**src/hdl/ftbl_pkg.sv**
```systemverilog
// Shared types, constants and helpers of the token bucket limiter.
// Used by every module of the block; depends on nothing.
package ftbl_pkg;

	localparam int QUEUE_DEPTH = 16;
	localparam int QIDX_W = (QUEUE_DEPTH > 1) ? $clog2(QUEUE_DEPTH) : 1;
	localparam int QCNT_W = $clog2(QUEUE_DEPTH + 1);
	localparam int MAX_RESULTS = 16;
	localparam int NCNT_W = $clog2(MAX_RESULTS + 1);
	localparam int CMDQ_DEPTH = 2;
	localparam int CMDQ_IDX_W = (CMDQ_DEPTH > 1) ? $clog2(CMDQ_DEPTH) : 1;
	localparam int CMDQ_CNT_W = $clog2(CMDQ_DEPTH + 1);

	localparam int BAL_W = 33;
	localparam int TOTAL_W = 48;
	localparam logic [TOTAL_W-1:0] TOTAL_MAX = {TOTAL_W{1'b1}};
	localparam logic [31:0] REFILL_RESET = 32'd1048576;

	localparam logic REG_REFILL = 1'b0;

	localparam logic [1:0] OP_REQUEST = 2'd0;
	localparam logic [1:0] OP_TICK = 2'd1;
	localparam logic [1:0] OP_STATS = 2'd2;
	localparam logic [1:0] OP_STOP = 2'd3;

	localparam logic [2:0] ST_NOW = 3'd0;
	localparam logic [2:0] ST_QUEUED = 3'd1;
	localparam logic [2:0] ST_REJECT = 3'd2;
	localparam logic [2:0] ST_FROMQ = 3'd3;
	localparam logic [2:0] ST_RELEASED = 3'd4;
	localparam logic [2:0] ST_PASS = 3'd5;
	localparam logic [2:0] ST_STATS = 3'd6;

	typedef struct packed {
		logic [1:0]  op;
		logic [7:0]  tag;
		logic [31:0] bytes;
	} cmd_t;

	typedef struct packed {
		logic [7:0]  tag;
		logic [31:0] rem;
	} waiter_t;

	typedef struct packed {
		logic [7:0]         tag;
		logic [2:0]         status;
		logic [TOTAL_W-1:0] alloc;
	} result_t;

	function automatic logic [TOTAL_W-1:0] sat_add(input logic [TOTAL_W-1:0] total,
			input logic [BAL_W-1:0] v);
		logic [TOTAL_W:0] sum;
		sum = {1'b0, total} + (TOTAL_W+1)'(v);
		return (sum >= {1'b0, TOTAL_MAX}) ? TOTAL_MAX : sum[TOTAL_W-1:0];
	endfunction

endpackage

```
**src/hdl/fifo_token_bucket_limiter_unit.sv**
```systemverilog
// Top level of the byte-credit limiter: configuration register, input stage,
// command queue and executor. Depends on ftbl_pkg, ftbl_front, ftbl_cmd_fifo, ftbl_back.
//
// Channel   Direction  Handshake                Content
// s_axis    in         tvalid/tready            tuser operation, tdata tag and bytes
// m_axis    out        tvalid/tready            tuser status, tdata tag and total, tlast
// apb       in         psel/penable/pready      refill_amount at byte address 0
//
// A request or stats beat passes through the input register and then waits at the head
// of the command queue, where the executor decides it and loads the output register;
// back to back they sustain one beat per cycle while the output is not stalled.
// A refill tick or stop is decoded in S_IDLE, passes S_RD and S_EV for each waiter it
// examines, due to the registered waiter memory read, and sends its last result in S_FIN.
// Reset is asynchronous and active low; the waiter memory needs no clearing pass.
// A stalled output holds its beat while the command queue keeps accepting input until full.
module fifo_token_bucket_limiter_unit (
	input  logic        clk,
	input  logic        arst_n,
	input  logic        s_axis_tvalid,
	output logic        s_axis_tready,
	input  logic [39:0] s_axis_tdata,  // request_tag[7:0], request_bytes[39:8]
	input  logic [1:0]  s_axis_tuser,  // operation[1:0]
	output logic        m_axis_tvalid,
	input  logic        m_axis_tready,
	output logic [55:0] m_axis_tdata,  // result_tag[7:0], allocated_bytes[55:8]
	output logic [2:0]  m_axis_tuser,  // status[2:0]
	output logic        m_axis_tlast,
	input  logic        psel,
	input  logic        penable,
	input  logic        pwrite,
	input  logic [2:0]  paddr,
	input  logic [31:0] pwdata,
	output logic [31:0] prdata,
	output logic        pready
);

	logic [31:0] refill_q;
	logic push;
	logic push_ready;
	ftbl_pkg::cmd_t push_cmd;
	logic cmd_valid;
	logic cmd_pop;
	ftbl_pkg::cmd_t cmd;
	ftbl_pkg::result_t res;

	assign pready = 1'b1;
	assign prdata = (paddr[2] == ftbl_pkg::REG_REFILL) ? refill_q : '0;

	always_ff @(posedge clk or negedge arst_n) begin
		if (!arst_n) begin
			refill_q <= ftbl_pkg::REFILL_RESET;
		end else if (psel && penable && pwrite && pready &&
				paddr[2] == ftbl_pkg::REG_REFILL) begin
			refill_q <= pwdata;
		end
	end

	ftbl_front u_front (
		.clk        (clk),
		.arst_n     (arst_n),
		.in_valid   (s_axis_tvalid),
		.in_ready   (s_axis_tready),
		.in_op      (s_axis_tuser),
		.in_tag     (s_axis_tdata[7:0]),
		.in_bytes   (s_axis_tdata[39:8]),
		.push       (push),
		.push_ready (push_ready),
		.push_cmd   (push_cmd)
	);

	ftbl_cmd_fifo u_cmd_fifo (
		.clk        (clk),
		.arst_n     (arst_n),
		.push       (push),
		.push_ready (push_ready),
		.push_cmd   (push_cmd),
		.pop_valid  (cmd_valid),
		.pop        (cmd_pop),
		.pop_cmd    (cmd)
	);

	ftbl_back u_back (
		.clk       (clk),
		.arst_n    (arst_n),
		.refill    (refill_q),
		.cmd_valid (cmd_valid),
		.cmd_pop   (cmd_pop),
		.cmd       (cmd),
		.out_valid (m_axis_tvalid),
		.out_ready (m_axis_tready),
		.out_res   (res),
		.out_last  (m_axis_tlast)
	);

	assign m_axis_tdata = {res.alloc, res.tag};
	assign m_axis_tuser = res.status;

endmodule

```
**src/hdl/ftbl_front.sv**
```systemverilog
// Input stage: takes one beat per cycle into a register while the command queue has room,
// and hands it on as a command. Depends on ftbl_pkg.
module ftbl_front (
	input  logic              clk,
	input  logic              arst_n,
	input  logic              in_valid,
	output logic              in_ready,
	input  logic [1:0]        in_op,
	input  logic [7:0]        in_tag,
	input  logic [31:0]       in_bytes,
	output logic              push,
	input  logic              push_ready,
	output ftbl_pkg::cmd_t    push_cmd
);

	logic v_s1;
	ftbl_pkg::cmd_t cmd_s1;

	assign push = v_s1;
	assign push_cmd = cmd_s1;
	assign in_ready = !v_s1 || push_ready;

	always_ff @(posedge clk or negedge arst_n) begin
		if (!arst_n) begin
			v_s1 <= 1'b0;
		end else if (in_ready) begin
			v_s1 <= in_valid;
		end
	end

	always_ff @(posedge clk) begin
		if (in_ready && in_valid) begin
			cmd_s1.op <= in_op;
			cmd_s1.tag <= in_tag;
			cmd_s1.bytes <= in_bytes;
		end
	end

endmodule

```
**src/hdl/ftbl_cmd_fifo.sv**
```systemverilog
// Short command queue between the input stage and the executor.
// Depends on ftbl_pkg.
module ftbl_cmd_fifo (
	input  logic              clk,
	input  logic              arst_n,
	input  logic              push,
	output logic              push_ready,
	input  ftbl_pkg::cmd_t    push_cmd,
	output logic              pop_valid,
	input  logic              pop,
	output ftbl_pkg::cmd_t    pop_cmd
);

	ftbl_pkg::cmd_t entry_q [ftbl_pkg::CMDQ_DEPTH];
	logic [ftbl_pkg::CMDQ_IDX_W-1:0] wr_ptr_q;
	logic [ftbl_pkg::CMDQ_IDX_W-1:0] rd_ptr_q;
	logic [ftbl_pkg::CMDQ_CNT_W-1:0] cnt_q;
	logic do_push;
	logic do_pop;

	assign push_ready = cnt_q != ftbl_pkg::CMDQ_CNT_W'(ftbl_pkg::CMDQ_DEPTH);
	assign pop_valid = cnt_q != '0;
	assign pop_cmd = entry_q[rd_ptr_q];
	assign do_push = push && push_ready;
	assign do_pop = pop && pop_valid;

	always_ff @(posedge clk or negedge arst_n) begin
		if (!arst_n) begin
			wr_ptr_q <= '0;
			rd_ptr_q <= '0;
			cnt_q <= '0;
		end else begin
			if (do_push) begin
				wr_ptr_q <= (wr_ptr_q == ftbl_pkg::CMDQ_IDX_W'(ftbl_pkg::CMDQ_DEPTH - 1)) ?
					'0 : wr_ptr_q + 1'b1;
			end
			if (do_pop) begin
				rd_ptr_q <= (rd_ptr_q == ftbl_pkg::CMDQ_IDX_W'(ftbl_pkg::CMDQ_DEPTH - 1)) ?
					'0 : rd_ptr_q + 1'b1;
			end
			if (do_push && !do_pop) begin
				cnt_q <= cnt_q + 1'b1;
			end else if (do_pop && !do_push) begin
				cnt_q <= cnt_q - 1'b1;
			end
		end
	end

	always_ff @(posedge clk) begin
		if (do_push) begin
			entry_q[wr_ptr_q] <= push_cmd;
		end
	end

endmodule

```
**src/hdl/ftbl_back.sv**
```systemverilog
// Executor: credit balance, waiter queue memory, stats total and the output register.
// Depends on ftbl_pkg.
module ftbl_back (
	input  logic                         clk,
	input  logic                         arst_n,
	input  logic [31:0]                  refill,
	input  logic                         cmd_valid,
	output logic                         cmd_pop,
	input  ftbl_pkg::cmd_t               cmd,
	output logic                         out_valid,
	input  logic                         out_ready,
	output ftbl_pkg::result_t            out_res,
	output logic                         out_last
);

	localparam logic [1:0] S_IDLE = 2'd0;
	localparam logic [1:0] S_RD = 2'd1;
	localparam logic [1:0] S_EV = 2'd2;
	localparam logic [1:0] S_FIN = 2'd3;

	logic [1:0] state_q, state_d;
	logic stop_mode_q, stop_mode_d;
	logic [ftbl_pkg::NCNT_W-1:0] n_q, n_d;
	logic [ftbl_pkg::BAL_W-1:0] balance_q, balance_d;
	logic [ftbl_pkg::TOTAL_W-1:0] total_q, total_d;
	logic stopped_q, stopped_d;
	logic [ftbl_pkg::QIDX_W-1:0] head_q, head_d;
	logic [ftbl_pkg::QCNT_W-1:0] count_q, count_d;
	logic pend_v_q, pend_v_d;
	ftbl_pkg::result_t pend_q, pend_d;
	logic ov_q;
	ftbl_pkg::result_t o_q;
	logic o_last_q;

	ftbl_pkg::waiter_t mem [ftbl_pkg::QUEUE_DEPTH];
	ftbl_pkg::waiter_t rd_q;
	logic mem_we;
	logic [ftbl_pkg::QIDX_W-1:0] mem_wa;
	ftbl_pkg::waiter_t mem_wd;

	logic ld;
	ftbl_pkg::result_t ld_res;
	logic ld_last;
	logic out_free;
	logic [ftbl_pkg::QIDX_W:0] tail_sum;
	logic [ftbl_pkg::QIDX_W-1:0] tail;
	logic [ftbl_pkg::QIDX_W-1:0] head_next;

	assign out_valid = ov_q;
	assign out_res = o_q;
	assign out_last = o_last_q;
	assign out_free = !ov_q || out_ready;

	assign tail_sum = (ftbl_pkg::QIDX_W+1)'(head_q) + (ftbl_pkg::QIDX_W+1)'(count_q);
	assign tail = (tail_sum >= (ftbl_pkg::QIDX_W+1)'(ftbl_pkg::QUEUE_DEPTH)) ?
		ftbl_pkg::QIDX_W'(tail_sum - (ftbl_pkg::QIDX_W+1)'(ftbl_pkg::QUEUE_DEPTH)) :
		tail_sum[ftbl_pkg::QIDX_W-1:0];
	assign head_next = (head_q == ftbl_pkg::QIDX_W'(ftbl_pkg::QUEUE_DEPTH - 1)) ?
		'0 : head_q + 1'b1;

	always_comb begin
		state_d = state_q;
		stop_mode_d = stop_mode_q;
		n_d = n_q;
		balance_d = balance_q;
		total_d = total_q;
		stopped_d = stopped_q;
		head_d = head_q;
		count_d = count_q;
		pend_v_d = pend_v_q;
		pend_d = pend_q;
		cmd_pop = 1'b0;
		ld = 1'b0;
		ld_res = '0;
		ld_last = 1'b0;
		mem_we = 1'b0;
		mem_wa = head_q;
		mem_wd = rd_q;
		case (state_q)
			S_IDLE: begin
				if (cmd_valid) begin
					case (cmd.op)
						ftbl_pkg::OP_REQUEST: begin
							if (out_free) begin
								cmd_pop = 1'b1;
								ld = 1'b1;
								ld_last = 1'b1;
								ld_res.tag = cmd.tag;
								if (stopped_q || refill == '0) begin
									ld_res.status = ftbl_pkg::ST_PASS;
								end else if (balance_q >= {1'b0, cmd.bytes}) begin
									ld_res.status = ftbl_pkg::ST_NOW;
									balance_d = balance_q - {1'b0, cmd.bytes};
									total_d = ftbl_pkg::sat_add(total_q, {1'b0, cmd.bytes});
								end else if (count_q ==
										ftbl_pkg::QCNT_W'(ftbl_pkg::QUEUE_DEPTH)) begin
									ld_res.status = ftbl_pkg::ST_REJECT;
								end else begin
									ld_res.status = ftbl_pkg::ST_QUEUED;
									mem_we = 1'b1;
									mem_wa = tail;
									mem_wd.tag = cmd.tag;
									mem_wd.rem = cmd.bytes;
									count_d = count_q + 1'b1;
								end
							end
						end
						ftbl_pkg::OP_STATS: begin
							if (out_free) begin
								cmd_pop = 1'b1;
								ld = 1'b1;
								ld_last = 1'b1;
								ld_res.status = ftbl_pkg::ST_STATS;
								ld_res.alloc = total_q;
								total_d = '0;
							end
						end
						ftbl_pkg::OP_TICK: begin
							cmd_pop = 1'b1;
							if (!stopped_q && count_q != '0) begin
								if (balance_q < {1'b0, refill}) begin
									balance_d = balance_q + {1'b0, refill};
								end
								stop_mode_d = 1'b0;
								n_d = '0;
								state_d = S_RD;
							end
						end
						ftbl_pkg::OP_STOP: begin
							cmd_pop = 1'b1;
							stopped_d = 1'b1;
							if (count_q != '0) begin
								stop_mode_d = 1'b1;
								n_d = '0;
								state_d = S_RD;
							end
						end
						default: begin
							cmd_pop = 1'b1;
						end
					endcase
				end
			end
			S_RD: begin
				state_d = S_EV;
			end
			S_EV: begin
				if (!stop_mode_q && balance_q < {1'b0, rd_q.rem}) begin
					mem_we = 1'b1;
					mem_wa = head_q;
					mem_wd.tag = rd_q.tag;
					mem_wd.rem = rd_q.rem - balance_q[31:0];
					total_d = ftbl_pkg::sat_add(total_q, balance_q);
					balance_d = '0;
					state_d = S_FIN;
				end else if (!pend_v_q || out_free) begin
					if (pend_v_q) begin
						ld = 1'b1;
						ld_res = pend_q;
					end
					pend_v_d = 1'b1;
					pend_d.tag = rd_q.tag;
					pend_d.status = stop_mode_q ? ftbl_pkg::ST_RELEASED : ftbl_pkg::ST_FROMQ;
					pend_d.alloc = '0;
					if (!stop_mode_q) begin
						balance_d = balance_q - {1'b0, rd_q.rem};
						total_d = ftbl_pkg::sat_add(total_q, {1'b0, rd_q.rem});
					end
					head_d = head_next;
					count_d = count_q - 1'b1;
					n_d = n_q + 1'b1;
					if (count_q == ftbl_pkg::QCNT_W'(1) ||
							n_q == ftbl_pkg::NCNT_W'(ftbl_pkg::MAX_RESULTS - 1)) begin
						state_d = S_FIN;
					end else begin
						state_d = S_RD;
					end
				end
			end
			S_FIN: begin
				if (!pend_v_q) begin
					state_d = S_IDLE;
				end else if (out_free) begin
					ld = 1'b1;
					ld_res = pend_q;
					ld_last = 1'b1;
					pend_v_d = 1'b0;
					state_d = S_IDLE;
				end
			end
			default: begin
				state_d = S_IDLE;
			end
		endcase
	end

	always_ff @(posedge clk or negedge arst_n) begin
		if (!arst_n) begin
			state_q <= S_IDLE;
			stop_mode_q <= 1'b0;
			n_q <= '0;
			balance_q <= ftbl_pkg::BAL_W'(ftbl_pkg::REFILL_RESET);
			total_q <= '0;
			stopped_q <= 1'b0;
			head_q <= '0;
			count_q <= '0;
			pend_v_q <= 1'b0;
			ov_q <= 1'b0;
		end else begin
			state_q <= state_d;
			stop_mode_q <= stop_mode_d;
			n_q <= n_d;
			balance_q <= balance_d;
			total_q <= total_d;
			stopped_q <= stopped_d;
			head_q <= head_d;
			count_q <= count_d;
			pend_v_q <= pend_v_d;
			if (ld) begin
				ov_q <= 1'b1;
			end else if (out_ready) begin
				ov_q <= 1'b0;
			end
		end
	end

	always_ff @(posedge clk) begin
		pend_q <= pend_d;
		if (ld) begin
			o_q <= ld_res;
			o_last_q <= ld_last;
		end
	end

	always_ff @(posedge clk) begin
		if (mem_we) begin
			mem[mem_wa] <= mem_wd;
		end
		rd_q <= mem[head_q];
	end

	a_count_bound: assert property (@(posedge clk) disable iff (!arst_n)
		count_q <= ftbl_pkg::QCNT_W'(ftbl_pkg::QUEUE_DEPTH))
		else $error("waiter count beyond queue depth");

	a_idle_no_pending: assert property (@(posedge clk) disable iff (!arst_n)
		(state_q == S_IDLE) |-> !pend_v_q)
		else $error("pending result left over in idle");

	a_read_nonempty: assert property (@(posedge clk) disable iff (!arst_n)
		(state_q == S_RD) |-> (count_q != '0))
		else $error("head read with empty waiter queue");

	a_partial_drains: assert property (@(posedge clk) disable iff (!arst_n)
		(state_q == S_EV && !stop_mode_q && balance_q < {1'b0, rd_q.rem})
		|=> (balance_q == '0 && state_q == S_FIN))
		else $error("partial charge did not drain the balance");

endmodule
```
**config.mk**
```make
export PLATFORM = sky130hd
export DESIGN_NAME = fifo_token_bucket_limiter_unit
export DESIGN_NICKNAME = d
export VERILOG_FILES = /design/src/hdl/ftbl_pkg.sv /design/src/hdl/fifo_token_bucket_limiter_unit.sv /design/src/hdl/ftbl_front.sv /design/src/hdl/ftbl_cmd_fifo.sv /design/src/hdl/ftbl_back.sv
export SDC_FILE = /design/constraint.sdc
export NUM_CORES = 2
export LEC_CHECK = 0
export BUFFER_PORTS_ARGS = -buffer_cell sky130_fd_sc_hd__buf_2
export CAP_MARGIN = 20
export CORE_MARGIN = 4
export CORE_UTILIZATION = 30
export DETAILED_ROUTE_END_ITERATION = 6
export PLACE_DENSITY_LB_ADDON = 0.1
export SLEW_MARGIN = 20
export SYNTH_ARGS = -nofsm -noshare
export SYNTH_HDL_FRONTEND = slang
export SYNTH_HIERARCHICAL = 1
export SYNTH_SLANG_ARGS = --single-unit
```
**constraint.sdc**
```tcl
create_clock -name clk -period 7.9 [get_ports clk]
set_input_delay 0.395 -clock clk [delete_from_list [all_inputs] [get_ports clk]]
set_output_delay 0.395 -clock clk [all_outputs]
set_load 0.01 [all_outputs]
```
Yosys cells after proc, flatten, opt, wreduce, memory -nomap -nowiden
Memory sizes are Yosys's and may differ from the RTL's. A register that Yosys moved wholly into a read port is not among the register bits. Index checks and enable logic that the tools add are counted. Widths: inputs -> output; s select.

$add $sub $neg: 17. $lt $le $gt $ge: 7. Eq/ne operators: 34. Muxes and demuxes: 122. Bitwise operators: 2. Reductions and logical operators: 43.

Operators with widths (count): $mux 48 (12); $mux 59 (6); $mux 33 (9); $mux 40 (6); $pmux 48 s2 (2); $pmux 59 s3 (1); $ge 49x48->1 const B (3); $pmux 33 s2 (2); $add 48x32->49 (2); $pmux 40 s2 (1); $lt 33x32->1 (2); $sub 33x32->33 (2); $mux 5 (13); $mux 32 (2); $mux 51 (1); $add 48x33->49 (1); $mux 4 (9); $add 33x32->33 (1); $ge 33x32->1 (1); $logic_not 32->1 (1); $sub 32x32->32 (1); $mux 1 (30); $pmux 5 s2 (3); $mux 2 (11); other kinds (42) (103).

Register bits: 251. RAM bits: 724. Output and inout bits: 95. Logic and storage cells: 251. Memories: 2.

Memory list: u_back.mem (depth 16, width 40, read ports 1, clocked after memory_dff 1, write ports 1, RTL line ftbl_back.sv:35) `ftbl_pkg::waiter_t mem [ftbl_pkg::QUEUE_DEPTH];`; u_cmd_fifo.entry_q (depth 2, width 42, read ports 1, clocked after memory_dff 0, write ports 1, RTL line ftbl_cmd_fifo.sv:14) `ftbl_pkg::cmd_t entry_q [ftbl_pkg::CMDQ_DEPTH];`.

Longest topological paths before layout
Word-level depth: 10. Mapped depth: 18.

Hierarchy
Netlist, hierarchy kept.

Modules (own cells, without submodules): ftbl_back (times used 1, cells an instance 4083, area an instance 48388.9 um^2, seq. area each 24649.9 um^2); ftbl_cmd_fifo (times used 1, cells an instance 149, area an instance 3427.0 um^2, seq. area each 2622.5 um^2); fifo_token_bucket_limiter_unit (times used 1, cells an instance 105, area an instance 1555.2 um^2, seq. area each 802.0 um^2); ftbl_front (times used 1, cells an instance 46, area an instance 1315.0 um^2, seq. area each 1286.2 um^2).

Worst setup path after synthesis
Ideal clock, no wire load.

Kind: register -> register. Start: register u_back/balance_q[1] in the netlist's numbering. End: register u_back.o_last_q, in the netlist u_back/out_last, enable pin. Arrival time: 5652 ps. Required time: 7422 ps. Setup slack: 1770 ps. Stages on the path, launching flop included: 16. Buffers on the path: 1. Cell sequence: dfrtp_1 > inv_1 > ha_1 > nor2b_1 > o31a_1 > o311a_1 > nor3_1 > o31ai_2 > a31oi_4 > o31a_1 > clkbuf_1 > nor2_1 > nor2_1 > nor2_1 > nor2_1 > nor2_1.

Cells in the longest elaborated chain, start to end: 4.

RTL lines: start, declared (RTL line ftbl_back.sv:24) `logic [ftbl_pkg::BAL_W-1:0] balance_q, balance_d;`; start signal, assigned (RTL line ftbl_back.sv:202) `balance_q <= ftbl_pkg::BAL_W'(ftbl_pkg::REFILL_RESET);`; start signal, assigned (RTL line ftbl_back.sv:213) `balance_q <= balance_d;`; $lt 33x32->1 (RTL line ftbl_back.sv:148) `if (!stop_mode_q && balance_q < {1'b0, rd_q.rem}) begin`; $logic_and 1x1->1 (RTL line ftbl_back.sv:148); $mux 1 (RTL line ftbl_back.sv:148); $pmux 1 s3 (RTL line ftbl_back.sv:79) `case (state_q)`; net u_back.ld (RTL line ftbl_back.sv:41) `logic ld;`; end signal, assigned (RTL line ftbl_back.sv:231) `o_last_q <= ld_last;`; end, declared (RTL line ftbl_back.sv:33) `logic o_last_q;`.

The timed path passes the listed nets, and every way through them passes these cells. A chain may end at the register's enable or synchronous reset.

==> results.json <==
{
  "wl_per_cell_um": 28.0,
  "clock_latency_ps": 760,
  "initial_core_util": 0.302,
  "post_route_cells_drive_above_1_share": 0.171,
  "grt_max_degree": 104,
  "gr-total-overflow": 0,
  "m1WireLength_um": 89800,
  "io_pins": 179,
  "fin_tns_setup_ps": 0,
  "grt_pass1_vias": 38400,
  "grt_usage": 0.206,
  "cp-end-kind": "register",
  "cts-hold-fix-buffers": 76,
  "antenna_left": 0,
  "rsz0062_at_grt": "no",
  "place_congestion": 0.945,
  "ys_seq_area_frac": 0.537,
  "cp_max_fo": 24,
  "grt_pass1_wl_um": 286000,
  "post_cts_buffers": 0,
  "top_layer_used": "met4",
  "fin_nets": 5001,
  "critPathKind": "reg -> reg",
  "worstMarginPinSlew_ps": 1060,
  "fin_area_sq_um": 63400,
  "numCtsBuffers": 117,
  "report.final.hold_viol_count": 0,
  "drtIter0Drc": 3284,
  "period_minus_slack_ps": 6480,
  "clk_pin_slew_ps": 60,
  "h-tree-depth": 3,
  "io_buffers": 175,
  "startpoint_type": "register",
  "fp.dieH_um": 435,
  "layout_commonest_cell": "edfxtp_1",
  "syn_to_final_growth_pct": 16.0,
  "synth.avg_cell_area_sq_um": 12.5,
  "max_slew_margin": 0.274,
  "async_reset_ff_frac": 0.136,
  "fin_worst_skew_ps": 42.0,
  "final-setup-viol-count": 0,
  "fp.dieW_um": 435,
  "hp-class": "in -> async",
  "finalCritPeriodShare": 0.821,
  "placed_area_sq_um": 58700,
  "drt_pre_antenna_iters": 5,
  "synthDistinctLibCells": 104,
  "synth_nets": 4745,
  "ys.flop_type": "edfxtp_1",
  "wl_met2_um": 93200,
  "dpl.hpwl_um": 139000,
  "drv_slew": 0,
  "cts-resized-gates": 0,
  "crit_required_ps": 8310,
  "num_rows": 156,
  "status": "finished clean",
  "clk_path_buf_depth": 3,
  "cts_root_buffer": "clkbuf_16",
  "netlist_area_sq_um": 54700,
  "postSynthCellCount": 4383,
  "cts.sink_count": 1014,
  "grt_antenna_before_repair": 7,
  "core-area_sq_um": 181000,
  "drt-total-wl_um": 199000,
  "avgViaCountPerCell": 5.37,
  "cts_tree": "built",
  "synth.ff_latch_count": 1014,
  "max_cap_viol_count": 0,
  "fmax_ghz": 0.154,
  "wl_met3_um": 8100,
  "layout_common_cells": "edfxtp_1, a21oi_1, nor2_1",
  "vias": 38200,
  "critPathArrivalTime_ps": 6900,
  "synth-warning-count": 6,
  "synth_edf_count": 836,
  "drc": 0,
  "utilization": 0.350,
  "die_area_sq_um": 189000
}
## cells in the mapped netlist (21+ instances only)
cell	number	area share
inv_1	217	0.015
mux4_2	200	0.082
a221o_1	26	0.0048
a21oi_1	321	0.029
nand2_1	265	0.018
xor2_1	90	0.014
ha_1	270	0.062
and3_1	31	0.0035
dfrtp_1	136	0.062
nor2_1	296	0.020
nor3_1	74	0.0068
and2_1	57	0.0065
mux2_4	69	0.019
clkbuf_1	157	0.011
a31oi_1	54	0.0062
o21bai_1	33	0.0045
nand2b_1	22	0.0025
nand3_1	51	0.0047
a21o_1	84	0.012
o21ai_0	237	0.022
o21a_1	37	0.0051
o31ai_1	28	0.0038
xnor2_1	148	0.024
a221oi_1	23	0.0037
a22oi_1	32	0.0044
dfxtp_1	40	0.015
a211oi_1	29	0.0040
o211ai_1	21	0.0029
nand4_1	58	0.0066
nor2b_1	61	0.0070
edfxtp_1	836	0.46
nor4_1	37	0.0042
## worst max-delay path, cell delays in order (launching register included)
cell and delay, ps:
dfrtp_2 760, buf_4 340, mux2_4 390, inv_1 80, ha_1 280, and2_1 210
o31ai_1 290, a211oi_1 120, a221o_1 400, nor4_1 280, nor2_1 100, a21oi_1 210
buf_4 210, and4_2 670, nand2_1 170, o21ai_0 170, o21ai_0 110, buf_4 180
nor2_4 690, buf_4 440
## flip-flops by register name, indices dropped and copies added (netlist names), 2 cells and up
name,flops
u_cmd_fifo/entry_q,84
u_back/pend_q,10
u_back/out_res,59
u_back/state_q,2
u_front/push_cmd,42
u_back/total_q,48
refill_q,32
u_back/balance_q,33
u_cmd_fifo/cnt_q,2
u_back/count_q,5
u_back/mem,640
u_back/rd_q,40
u_back/head_q,4
u_back/n_q,5
## worst paths after layout
kind	startpoint	end	slack, ps	cells after the start
hold / removal	arst_n	refill_q[5]	220	2
setup / recovery	u_cmd_fifo/rd_ptr_q	u_back/mem[6][38]	1420	19
min in group clk	m_axis_tready	u_back/out_valid	290	3
setup reg to reg	u_cmd_fifo/rd_ptr_q	u_back/mem[6][38]	1420	19
hold reg to reg	u_back/rd_q[37]	u_back/pend_q[56]	430	0
max in group asynchronous	arst_n	u_back/total_q[26]	6440	3
## metal layers
metal,global-route usage,up-vias
met1,0.282,19600
met2,0.337,1032
met3,0.0253,253
met5,0,-
met4,0.0737,0
li1,-,17300
## cell families after synthesis
| group | synth area share |
|---|---|
| compound gates | 0.131 |
| xor+xnor | 0.0387 |
| fa+ha+maj | 0.0647 |
| buf+inv | 0.0314 |
| flops | 0.537 |
| mux | 0.105 |
| other cells | 0.0000686 |
| simple gates | 0.0924 |
## per-stage QoR
step	instances	setup slack, ps	hold WS, ps
after global placement	6813	1420	413
final	7107	1420	218
after CTS	7105	1390	168
after detailed placement	6813	1440	414
after floorplan	4383	1770	99.4
after global routing	7106	1150	242
## cell type report
cell class                 count  area (sq um)
fill                       17700        118000
sequential                  1014         29400
multi-input combinational   2945         23800
clock buffer                 152          3180
tap                         2370          2970
timing repair buffer         344          2480
inverter                     217           815
clock inverter                64           762
antenna                        1          2.50
Power is left out: the tool's default activity adds up to more than one toggle a clock period on the data nets, which glitch-free logic cannot reach.
